<file path="src/sv/isoa_pkg.sv">
// Shared types and constants for the ISO 14443A anticollision reader.
package isoa_pkg;

  localparam int unsigned MAX_LEVELS = 3;
  localparam int unsigned UID_BYTES  = 10;
  localparam int unsigned FILL_W     = 4;
  localparam int unsigned UID_OUT    = 10;

  localparam logic [1:0] CMD_START     = 2'd0;
  localparam logic [1:0] CMD_FRAME     = 2'd1;
  localparam logic [1:0] CMD_COLLISION = 2'd2;
  localparam logic [1:0] CMD_TIMEOUT   = 2'd3;

  localparam logic [1:0] ACT_REQA = 2'd0;
  localparam logic [1:0] ACT_SEND = 2'd1;
  localparam logic [1:0] ACT_DONE = 2'd2;
  localparam logic [1:0] ACT_NONE = 2'd3;

  localparam logic [2:0] ST_FOUND     = 3'd0;
  localparam logic [2:0] ST_NO_TAG    = 3'd1;
  localparam logic [2:0] ST_COLLISION = 3'd2;
  localparam logic [2:0] ST_INVALID   = 3'd3;
  localparam logic [2:0] ST_TIMEOUT   = 3'd4;

  localparam logic [7:0] CASCADE_TAG = 8'h88;
  localparam logic [7:0] SEL_BASE    = 8'h91;
  localparam logic [7:0] NVB_ANTI    = 8'h20;
  localparam logic [7:0] NVB_SELECT  = 8'h70;
  localparam int unsigned SAK_CASCADE_BIT = 2;

  localparam logic [2:0] ATQA_LEN    = 3'd2;
  localparam logic [2:0] ANTI_LEN    = 3'd5;
  localparam logic [2:0] SAK_MAX_LEN = 3'd3;
  localparam logic [2:0] TX_ANTI_LEN = 3'd2;
  localparam logic [2:0] TX_SEL_LEN  = 3'd7;

  typedef enum logic [1:0] {
    PH_IDLE,
    PH_ATQA,
    PH_ANTI,
    PH_SAK
  } phase_t;

  typedef struct packed {
    logic [1:0] command;
    logic [2:0] rx_length;
    logic [7:0] rx_byte0;
    logic [7:0] rx_byte1;
    logic [7:0] rx_byte2;
    logic [7:0] rx_byte3;
    logic [7:0] rx_byte4;
  } req_t;

  typedef struct packed {
    logic [1:0]  action;
    logic [2:0]  tx_length;
    logic        tx_crc;
    logic [55:0] tx_frame;
    logic [2:0]  status;
    logic [15:0] atqa;
    logic [7:0]  sak;
    logic [63:0] uid_low;
    logic [15:0] uid_high;
    logic [3:0]  uid_count;
  } rsp_t;

endpackage

</file>
<file path="src/sv/isoa_seq.sv">
// Card-detect sequencer: scan state and the result for the word being processed.
module isoa_seq (
  input  logic          clk,
  input  logic          rst,
  input  logic          fire,
  input  isoa_pkg::req_t req,
  output isoa_pkg::rsp_t rsp
);
  import isoa_pkg::*;

  phase_t            phase, phase_next;
  logic [1:0]        level, level_next;
  logic [7:0]        uid_store [UID_BYTES];
  logic [7:0]        uid_store_next [UID_BYTES];
  logic [FILL_W-1:0] uid_fill, uid_fill_next;
  logic [15:0]       atqa_held, atqa_held_next;
  logic [7:0]        sak_held, sak_held_next;
  logic [2:0]        pend_len, pend_len_next;
  logic              pend_over, pend_over_next;

  logic [7:0]  part [4];
  logic [2:0]  part_cnt;
  logic [4:0]  wr_off;
  logic [7:0]  sel_code;
  logic [7:0]  uid_out [UID_OUT];
  logic        finish;
  logic        send_anti;
  logic [2:0]  fin_status;

  always_ff @(posedge clk) begin
    if (rst) begin
      phase     <= PH_IDLE;
      level     <= '0;
      uid_fill  <= '0;
      atqa_held <= '0;
      sak_held  <= '0;
      pend_len  <= '0;
      pend_over <= 1'b0;
    end else if (fire) begin
      phase     <= phase_next;
      level     <= level_next;
      uid_fill  <= uid_fill_next;
      atqa_held <= atqa_held_next;
      sak_held  <= sak_held_next;
      pend_len  <= pend_len_next;
      pend_over <= pend_over_next;
    end
  end

  always_ff @(posedge clk) begin
    if (fire) begin
      uid_store <= uid_store_next;
    end
  end

  // The UID part skips the cascade tag when the reply opens with it.
  always_comb begin
    if (req.rx_byte0 == CASCADE_TAG) begin
      part[0]  = req.rx_byte1;
      part[1]  = req.rx_byte2;
      part[2]  = req.rx_byte3;
      part[3]  = req.rx_byte4;
      part_cnt = 3'd3;
    end else begin
      part[0]  = req.rx_byte0;
      part[1]  = req.rx_byte1;
      part[2]  = req.rx_byte2;
      part[3]  = req.rx_byte3;
      part_cnt = 3'd4;
    end
  end

  always_comb begin
    phase_next     = phase;
    level_next     = level;
    uid_store_next = uid_store;
    uid_fill_next  = uid_fill;
    atqa_held_next = atqa_held;
    sak_held_next  = sak_held;
    pend_len_next  = pend_len;
    pend_over_next = pend_over;
    finish         = 1'b0;
    send_anti      = 1'b0;
    fin_status     = ST_FOUND;
    wr_off         = '0;
    rsp            = '0;
    rsp.action     = ACT_NONE;

    if (req.command == CMD_START) begin
      phase_next     = PH_ATQA;
      level_next     = '0;
      uid_fill_next  = '0;
      atqa_held_next = '0;
      sak_held_next  = '0;
      pend_len_next  = '0;
      pend_over_next = 1'b0;
      rsp.action     = ACT_REQA;
    end else begin
      unique case (phase)
        PH_ATQA: begin
          if (req.command == CMD_TIMEOUT) begin
            finish = 1'b1; fin_status = ST_NO_TAG;
          end else if (req.command == CMD_COLLISION) begin
            finish = 1'b1; fin_status = ST_COLLISION;
          end else if (req.rx_length != ATQA_LEN) begin
            finish = 1'b1; fin_status = ST_INVALID;
          end else begin
            atqa_held_next = {req.rx_byte1, req.rx_byte0};
            if ({req.rx_byte1, req.rx_byte0} == 16'd0) begin
              finish = 1'b1; fin_status = ST_NO_TAG;
            end else begin
              level_next = 2'd1;
              send_anti  = 1'b1;
            end
          end
        end
        PH_ANTI: begin
          if (req.command == CMD_TIMEOUT) begin
            finish = 1'b1; fin_status = ST_TIMEOUT;
          end else if (req.command == CMD_COLLISION) begin
            finish = 1'b1; fin_status = ST_COLLISION;
          end else if (req.rx_length != ANTI_LEN ||
                       (req.rx_byte0 ^ req.rx_byte1 ^ req.rx_byte2 ^ req.rx_byte3)
                         != req.rx_byte4) begin
            finish = 1'b1; fin_status = ST_INVALID;
          end else begin
            pend_len_next  = part_cnt;
            pend_over_next = ({1'b0, uid_fill} + {2'b00, part_cnt}) > 5'(UID_BYTES);
            if (!pend_over_next) begin
              for (int j = 0; j < UID_BYTES; j++) begin
                wr_off = 5'(j) - {1'b0, uid_fill};
                if (wr_off < {2'b00, part_cnt}) begin
                  uid_store_next[j] = part[wr_off[1:0]];
                end
              end
            end
            phase_next    = PH_SAK;
            rsp.action    = ACT_SEND;
            rsp.tx_length = TX_SEL_LEN;
            rsp.tx_crc    = 1'b1;
            rsp.tx_frame  = {req.rx_byte4, req.rx_byte3, req.rx_byte2, req.rx_byte1,
                             req.rx_byte0, NVB_SELECT, SEL_BASE + {5'd0, level, 1'b0}};
          end
        end
        PH_SAK: begin
          if (req.command == CMD_COLLISION) begin
            rsp.action = ACT_NONE;
          end else if (req.command == CMD_TIMEOUT) begin
            finish = 1'b1; fin_status = ST_TIMEOUT;
          end else if (req.rx_length < 3'd1 || req.rx_length > SAK_MAX_LEN) begin
            finish = 1'b1; fin_status = ST_INVALID;
          end else begin
            sak_held_next = req.rx_byte0;
            if (pend_over) begin
              finish = 1'b1; fin_status = ST_INVALID;
            end else begin
              uid_fill_next = uid_fill + FILL_W'(pend_len);
              pend_len_next = '0;
              if (!req.rx_byte0[SAK_CASCADE_BIT]) begin
                finish = 1'b1; fin_status = ST_FOUND;
              end else if (32'(level) >= MAX_LEVELS) begin
                finish = 1'b1; fin_status = ST_INVALID;
              end else begin
                level_next = level + 2'd1;
                send_anti  = 1'b1;
              end
            end
          end
        end
        PH_IDLE: begin
          rsp.action = ACT_NONE;
        end
        default: begin
          rsp.action = ACT_NONE;
        end
      endcase
    end

    sel_code = SEL_BASE + {5'd0, level_next, 1'b0};
    if (send_anti) begin
      phase_next    = PH_ANTI;
      rsp.action    = ACT_SEND;
      rsp.tx_length = TX_ANTI_LEN;
      rsp.tx_crc    = 1'b0;
      rsp.tx_frame  = {40'd0, NVB_ANTI, sel_code};
    end
    if (finish) begin
      phase_next = PH_IDLE;
      rsp.action = ACT_DONE;
      rsp.status = fin_status;
    end

    for (int i = 0; i < UID_OUT; i++) begin
      uid_out[i] = '0;
      if (i < UID_BYTES && FILL_W'(i) < uid_fill_next) begin
        uid_out[i] = uid_store_next[i];
      end
    end
    for (int i = 0; i < 8; i++) begin
      rsp.uid_low[8*i +: 8] = uid_out[i];
    end
    rsp.uid_high  = {uid_out[9], uid_out[8]};
    rsp.atqa      = atqa_held_next;
    rsp.sak       = sak_held_next;
    rsp.uid_count = 4'(uid_fill_next);
  end

endmodule

</file>
<file path="src/sv/iso14443a_anticollision_reader_top.sv">
// Top level of the ISO 14443A reader card-detect sequencer.
// The req channel carries one event word per transfer: a start, a received
// frame, a collision or a response timeout, with up to five received bytes.
// The rsp channel returns exactly one word per event: the action to take
// (send REQA, send a frame, scan finished or nothing), the frame to send,
// the final status, and the ATQA, SAK and UID gathered so far.
// An accepted event is held in an input register and evaluated by the
// sequencer into the result register, which takes the result once it is
// free; until then the event waits in the input register.
// One event per cycle is sustained while rsp_ready stays high, with the
// evaluation between the two registers purely combinational.
// When the receiver stalls, the result register holds its word and the
// input register still takes one more event; req_ready drops only while
// both are full and rsp_ready is low. A start event clears the scan state
// in any phase.
// Reset empties both registers and returns the sequencer to idle with
// the ATQA, SAK and UID count at zero.
module iso14443a_anticollision_reader_top (
  input  logic           clk,
  input  logic           rst,
  input  logic           req_valid,
  output logic           req_ready,
  input  isoa_pkg::req_t req,
  output logic           rsp_valid,
  input  logic           rsp_ready,
  output isoa_pkg::rsp_t rsp
);
  import isoa_pkg::*;

  req_t in_q;
  logic in_q_valid;
  rsp_t step_rsp;
  logic advance;

  assign advance   = in_q_valid && (!rsp_valid || rsp_ready);
  assign req_ready = !in_q_valid || advance;

  always_ff @(posedge clk) begin
    if (rst) begin
      in_q_valid <= 1'b0;
      rsp_valid  <= 1'b0;
    end else begin
      if (req_valid && req_ready) begin
        in_q_valid <= 1'b1;
      end else if (advance) begin
        in_q_valid <= 1'b0;
      end
      if (advance) begin
        rsp_valid <= 1'b1;
      end else if (rsp_ready) begin
        rsp_valid <= 1'b0;
      end
    end
  end

  always_ff @(posedge clk) begin
    if (req_valid && req_ready) begin
      in_q <= req;
    end
    if (advance) begin
      rsp <= step_rsp;
    end
  end

  isoa_seq u_seq (
    .clk  (clk),
    .rst  (rst),
    .fire (advance),
    .req  (in_q),
    .rsp  (step_rsp)
  );

`ifndef SYNTHESIS
  a_tx_only_on_send: assert property (@(posedge clk) disable iff (rst)
    rsp_valid && rsp.action != ACT_SEND |-> rsp.tx_length == 3'd0 && rsp.tx_frame == '0)
    else $error("Frame data present on a word that sends nothing.");

  a_status_only_on_done: assert property (@(posedge clk) disable iff (rst)
    rsp_valid && rsp.action != ACT_DONE |-> rsp.status == ST_FOUND)
    else $error("Status set on a word that does not finish the scan.");

  a_uid_bound: assert property (@(posedge clk) disable iff (rst)
    rsp_valid |-> 32'(rsp.uid_count) <= UID_BYTES)
    else $error("UID count beyond the store size.");

  a_held_event_kept: assert property (@(posedge clk) disable iff (rst)
    in_q_valid && rsp_valid && !rsp_ready |=> in_q_valid && $stable(in_q))
    else $error("Pending event word lost while the result was stalled.");
`endif

endmodule
</file>
<file path="config.mk">
export PLATFORM = sky130hd
export DESIGN_NAME = iso14443a_anticollision_reader_top
export DESIGN_NICKNAME = d
export VERILOG_FILES = /design/src/sv/isoa_pkg.sv /design/src/sv/isoa_seq.sv /design/src/sv/iso14443a_anticollision_reader_top.sv
export SDC_FILE = /design/constraint.sdc
export NUM_CORES = 1
export LEC_CHECK = 0
export ABC_AREA = 1
export BUFFER_PORTS_ARGS = -buffer_cell sky130_fd_sc_hd__buf_2
export CORE_MARGIN = 10
export CORE_UTILIZATION = 45
export DETAILED_ROUTE_END_ITERATION = 10
export PLACE_DENSITY = 0.61
export REMOVE_ABC_BUFFERS = 1
export SETUP_SLACK_MARGIN = 0.05
export SYNTH_ARGS = -nofsm -noshare
export SYNTH_HDL_FRONTEND = slang
export SYNTH_SLANG_ARGS = --single-unit
export TNS_END_PERCENT = 50
</file>
<file path="constraint.sdc">
create_clock -name clk -period 22.7 [get_ports clk]
set_input_delay 4.54 -clock clk [delete_from_list [all_inputs] [get_ports clk]]
set_output_delay 4.54 -clock clk [all_outputs]
set_load 0.05 [all_outputs]
</file>
==> flow_summary.toml, run 1 <==
[power_and_ir_drop]
combinational_cell_fraction_of_total_power = 0.131
switching_power_w = 0.0004051
p_int_w = 0.001073
vdd_ir_drop_max_v = 0.00005389
cellLeakagePower_nw = 7.995
pwr_density_cell_nw_per_um2 = 82.85
pwr-share-clk = 0.405
seqPwrFrac = 0.464
power.share.switching = 0.2741

[finish]
diodes = 0
design.final.nets = 1859
post_route_cells_drive_above_1_share = 0.1773
area_growth_from_synthesis_to_layout_pct = 17.00
layoutNonFillerInstCount = 2253

[synth]
syn-instance-count = 1581
synthTopCellsByCount = "nand2_1, edfxtp_1, inv_1, nor2_1, a21oi_1"
muxShareOfSynthArea = 0
post_synth_xor_area_fraction = 0.008043
synth_edf_count = 282
yosysTopAreaCell = "edfxtp_1"
synth-compound-area-share = 0.09676
dominant_combinational_cell_family_by_area_after_synthesis = "simple AND/OR/NAND/NOR gates"
synth-simple-area-share = 0.1956
synth_area_per_cell_sq_um = 9.643
synth_ff_type = "edfxtp_1"
synthMostInstantiatedCell = "nand2_1"
synth_adder_area_share = 0.02807
yosysSeqAreaShare = 0.6040
synth.cell_area_sq_um = 15250
post-synth-top-area-fraction = 0.5554
synthesis.yosys.warnings = 0
synthTopCellsByArea = "edfxtp_1, nand2_1, dfxtp_1"
ys_seq_elements = 319
share_of_synthesized_flip_flops_with_an_asynchronous_set_or_reset = 0
yosys.cell_types.count = 49

[setup_path]
worstSetupPathType = "in2out"
critPathSlowestCell = "buf_2"
timing.critical_path.from_type = "input pin"
cpPeakStageDelay_ps = 280
timing.critical_path.mode_cell = "buf_2"
cp_max_fo = 3
worst-endpoint-arrival_ps = 5050
critPathCaptureType = "primary output"
cp_num_buf_inv = 3
required_ps = 18160
timing.critical_path.max_delay_family = "buffers and inverters"
critical_path.cell_chain = "buf_2, inv_1, nand3_1, buf_2"

[timing]
final_period_minus_worst_setup_slack_ps = 9587
max_freq_mhz = 104.3
fin_setup_tns_ps = 0
hold_slack_ps = 493.7
finalMaxSlewViolations = 0
hold_violations = 0
rsz_0062_raised_after_global_routing = "false"
worst_margin_slew_ps = 1233
setup_viol_count_final = 0
skew_ps = 21.84
postLayoutSetupSlackWorst_ps = 13110
timing.slew.headroom = 0.1717
finalCritPeriodShare = 0.4223

[floorplanning]
die_height_microns = 204.1
design.portCount = 224
design.die.area_sq_um = 41640
initial_util = 0.4558
core_area_sq_um = 33450
die_w_microns = 204.1
std_cell_rows = 67

[clock_network]
cts-hold-fix-buffers = 0
cts_setup_buffers = 0
cts-htree-levels = 2
insertion_delay_ps = 530
tritoncts = "done"
postCtsResizedCells = 0
cts_buffers = 36
clockBufferDepth = 3
clock-sinks = 319
ctsRootBufferMaster = "clkbuf_16"
clk_pin_slew_ps = 60

[global_route]
grt_max_degree = 145
grt_pass1_vias = 11350
grt_overflow_total = 0
grt_first_pass_wirelength_mm = 63.42
initial_antenna_violation_count = 0
gr-usage-all-layers = 0.1920

[status]
outcome = "completed"

[placed_design]
gpl.final_weighted_congestion = 0.9073
number_of_instances_in_the_placed_design = 2187
dp_worst_setup_slack_ps = 13100
io_buffers = 215
hpwl_after_detailed_placement_mm = 28.62

[route]
vias = 11570
detail_route.first_pass.iterations = 5
detail_route.drc_violations = 0
via_per_inst = 5.137
dr.first_iter.drc_count = 1021
wl_mm = 40.64
postRouteAntennaNets = 0
routed_wire_length_per_instance_microns = 18.04

[job]
maxCapViolations = 0

[hold_path]
holdCritPathClass = "reg2reg"
-- routing by layer --
layer | vias up | global-route usage | share of wire
met2 | 401 | 0.2969 | 0.45
met1 | 5399 | 0.2631 | 0.45
li1 | 5703 | - | -
met3 | 71 | 0.04502 | 0.076
met5 | - | 0 | 0
met4 | 0 | 0.05977 | 0.027
-- cells by family after synthesis --
group,count (synthesis)
AOI/OAI and AO/OA,264
xor gates and xnor gates,14
adders and majority gates,33
buffers and inverters,247
DFF,319
other,1
and+or+nand+nor,703
-- path summary, 6_finish.rpt --
| kind | cells past startpoint | startpoint | to | slack (ps) |
|---|---|---|---|---|
| min reg2reg | 2 | u_seq.pend_over | u_seq.pend_over | 490 |
| max reg2reg | 16 | in_q[32] | rsp[81] | 17710 |
| min | 2 | u_seq.pend_over | u_seq.pend_over | 490 |
| max | 4 | rsp_ready | req_ready | 13110 |
-- cells in the final DEF, fill, tap and decap left out, types with 4 or more instances in the layout --
master and count:
bufinv_16 4, nand4_1 36, clkbuf_16 37, buf_4 6
o21ai_0 80, clkbuf_1 5, a21oi_1 101, clkinv_2 8
o21ai_2 8, ha_1 31, nand3_1 39, and2_1 8
nor2_1 138, inv_2 8, clkinv_1 9, o211ai_1 19
xnor2_1 6, edfxtp_1 282, nand2_1 435, o21a_1 16
o21ai_1 26, nor2b_1 6, nor3_1 11, dfxtp_1 37
buf_2 215, inv_1 162, xor2_1 8, conb_1 8
nor2_2 5, nand2_2 6, nand3_2 5
-- power groups by stage --
stage | sequential (W) | combinational [W] | clock [W]
2_1_floorplan | 0.000751 | 0.0000874 | 0
3_3_place_gp | 0.000697 | 0.000191 | 0
3_5_place_dp | 0.000698 | 0.000193 | 0
4_1_cts | 0.000686 | 0.000194 | 0.000609
5_1_grt | 0.000688 | 0.000213 | 0.000633
6_report | 0.000686 | 0.000194 | 0.000598
-- final cells by class --
cell class,instances,area [sq um]
tap,448,560.5
timing repair buffer,221,1121
fill,3059,15610
inverter,177,674.4
clock buffer,45,985.9
sequential,319,9209
clock inverter,21,246.5
multi-input combinational,1022,5040
-- state kept, by name, summed over array words and instances, names as in the netlist, 2 cells and up --
name	count
u_seq.uid_store	80
u_seq.sak_held	8
u_seq.atqa_held	16
u_seq.level	2
in_q	45
u_seq.pend_len	2
u_seq.uid_fill	4
u_seq.phase	2
rsp	157
-- stage by stage --
step	instance area (sq um)	utilization	power [W]
2_1_floorplan	14910	-	0.0008386
3_3_place_gp	16600	0.4964	0.0008886
3_5_place_dp	16600	0.4964	0.0008908
4_1_cts	17840	0.5333	0.001488
5_1_grt	17840	0.5333	0.001534
6_report	17840	0.5333	0.001478
-- worst reg2reg max path, stage by stage (launching register included) --
cell      delay [ps]
edfxtp_1         530
nor4_1           490
nand2_2           80
buf_4            310
inv_1            640
ha_1             350
fa_1             430
inv_1             70
o22ai_1           80
nand2_1           70
nand2_1          180
inv_1            190
nand2_1          100
nor3_2           520
nand2_1          360
nand2_1          170
a21oi_1          130
No activity file was read; power rests on OpenSTA's default activity.
==> inputs of run 2 (changes only) <==
==> constraint.sdc (replaced) <==
create_clock -name clk -period 9.95 [get_ports clk]
set_input_delay 1.99 -clock clk [delete_from_list [all_inputs] [get_ports clk]]
set_output_delay 1.99 -clock clk [all_outputs]
set_load 0.05 [all_outputs]
==> flow_summary.toml, run 2 (same netlist as run 1, synthesis figures left out) <==
[status]
outcome = "completed"

[finish]
final_core_utilization = 0.5307
finalInstanceArea_sq_um = 17750
largest_register_ffs = 157
diodes = 0
top_regs = "rsp x157, u_seq.uid_store x80, in_q x45"
layoutNonFillerInstCount = 2250
post_route_cells_drive_above_1_share = 0.1731
area_growth_from_synthesis_to_layout_pct = 16.42
layout_commonest_cell = "nand2_1"
top_library_cells_by_usage_in_the_layout_fill_and_taps_aside = "nand2_1, edfxtp_1, buf_2"
design.final.nets = 1857
max_flop_register = "rsp"

[floorplanning]
initial_util = 0.4558
std_cell_rows = 67
die_height_microns = 204.1
die_w_microns = 204.1
design.die.area_sq_um = 41640
design.portCount = 224
core_area_sq_um = 33450

[global_route]
gr-usage-all-layers = 0.1938
grt_first_pass_wirelength_mm = 64.09
grt_max_degree = 176
grt_overflow_total = 0
initial_antenna_violation_count = 0
grt_pass1_vias = 11270

[setup_path]
timing.critical_path.mode_cell = "nand2_1"
critPathSlowestCell = "nor3_1"
critical_path.reg2reg.startpoint = "in_q[32]"
worst-endpoint-arrival_ps = 5270
cpPeakStageDelay_ps = 990
required_ps = 10330
timing.critical_path.from_type = "flip-flop"
worstSetupPathType = "reg2reg"
r2r.worst_path.cells = 15
cp_max_fo = 58
worst_r2r_endpoint = "rsp[58]"
critical_path.cell_chain = "nor4_1, nand2_2, buf_4, inv_1, ha_1, fa_1, inv_1, o22ai_1, nand2_1, nand2_1, nor3_1, nand3_4, nand2_1, nand2_1, nor2_1"
r2r_slack_ps = 5050
critPathCaptureType = "flip-flop"

[timing]
setup_viol_count_final = 0
finalCritPeriodShare = 0.4920
rsz_0062_raised_after_global_routing = "false"
worst_margin_slew_ps = 1224
skew_ps = 14.42
fin_setup_tns_ps = 0
final_period_minus_worst_setup_slack_ps = 4895
max_freq_mhz = 204.3
timing.slew.headroom = 0.1779
postLayoutSetupSlackWorst_ps = 5055
finalMaxSlewViolations = 0
hold_violations = 0

[clock_network]
cts-hold-fix-buffers = 0
tritoncts = "done"
clock-sinks = 319
clockBufferDepth = 3
cts_buffers = 35
insertion_delay_ps = 520
clk_pin_slew_ps = 60
ctsRootBufferMaster = "clkbuf_16"
cts-htree-levels = 2
postCtsResizedCells = 0
cts_setup_buffers = 0

[placed_design]
io_buffers = 215
hpwl_after_detailed_placement_mm = 29.25
dp_worst_setup_slack_ps = 5110
place_area_sq_um = 16610
number_of_instances_in_the_placed_design = 2186
gpl.final_weighted_congestion = 0.9134

[route]
vias = 11670
detail_route.first_pass.iterations = 8
detail_route.drc_violations = 0
via_per_inst = 5.188
dr.first_iter.drc_count = 1029
routed_wire_length_per_instance_microns = 18.21
wl_mm = 40.98
postRouteAntennaNets = 0

[power_and_ir_drop]
cellLeakagePower_nw = 7.948
pwr_density_cell_nw_per_um2 = 185.6
vdd_ir_drop_max_v = 0.0001144

[hold_path]
holdCritPathClass = "reg2reg"
holdCritStartpoint = "u_seq.pend_over"
worstHoldPathCells = 2
hold-path-endpoint = "u_seq.pend_over"

[job]
maxCapViolations = 0
[run 2: cell types whose count changed in the layout (fill, tap and decap cells not counted)]
cell        previous run  this run
clkbuf_1               5        12
buf_4                  6         4
clkinv_1               9         7
clkinv_2               8         6
buf_12                 0         1
bufinv_16              4         3
clkbuf_16             37        36
clkinv_16              1         0
clkinv_4               1         0
clkinvlp_4             1         0
[run 2: how the worst max path moves through the flow]
stage                   start                 to  slack [ps]  cells after the start
global route         in_q[32]            rsp[54]        4670                     15
floorplan           rsp_ready  u_seq.pend_len[1]         800                      9
global placement     in_q[32]            rsp[83]        5160                     16
finish               in_q[32]            rsp[58]        5050                     15
CTS                  in_q[32]            rsp[57]        5090                     15
detailed placement   in_q[32]            rsp[55]        5110                     15
[run 2: metal layers]
layer,wire length (microns),global-route usage
met1,18020,0.2649
met2,18940,0.3073
met3,3087,0.04026
met4,925,0.05290
met5,0,0
[run 2: final cells by class]
| type | instances | area, sq um |
|---|---|---|
| inverter | 177 | 674.4 |
| tap | 448 | 560.5 |
| timing repair buffer | 220 | 1126 |
| sequential | 319 | 9209 |
| fill | 3015 | 15700 |
| clock buffer | 51 | 987.2 |
| multi-input combinational | 1022 | 5040 |
| clock inverter | 13 | 152.6 |
[run 2: worst max-delay path, delay by kind of cell, from the launching register on]
| family | cells | cell delay [ps] |
|---|---|---|
| and+or+nand+nor | 9 | 2330 |
| buffers and inverters | 3 | 990 |
| adders and majority gates | 2 | 770 |
| DFF | 1 | 570 |
| AOI/OAI and AO/OA | 1 | 80 |
[run 2: power breakdown]
group,internal (W),switching [W]
Sequential,0.00153,0.0000348
Combinational,0.000100,0.000343
Clock,0.000771,0.000513
Total,0.00240,0.000891
[run 2: through the flow]
| step | hold slack, ps | power (W) |
|---|---|---|
| 3_5_place_dp | 483.5 | 0.002035 |
| 2_1_floorplan | 452.3 | 0.001913 |
| 6_report | 495.3 | 0.003293 |
| 3_3_place_gp | 479.8 | 0.002032 |
| 5_1_grt | 551.4 | 0.003424 |
| 4_1_cts | 502.0 | 0.003319 |
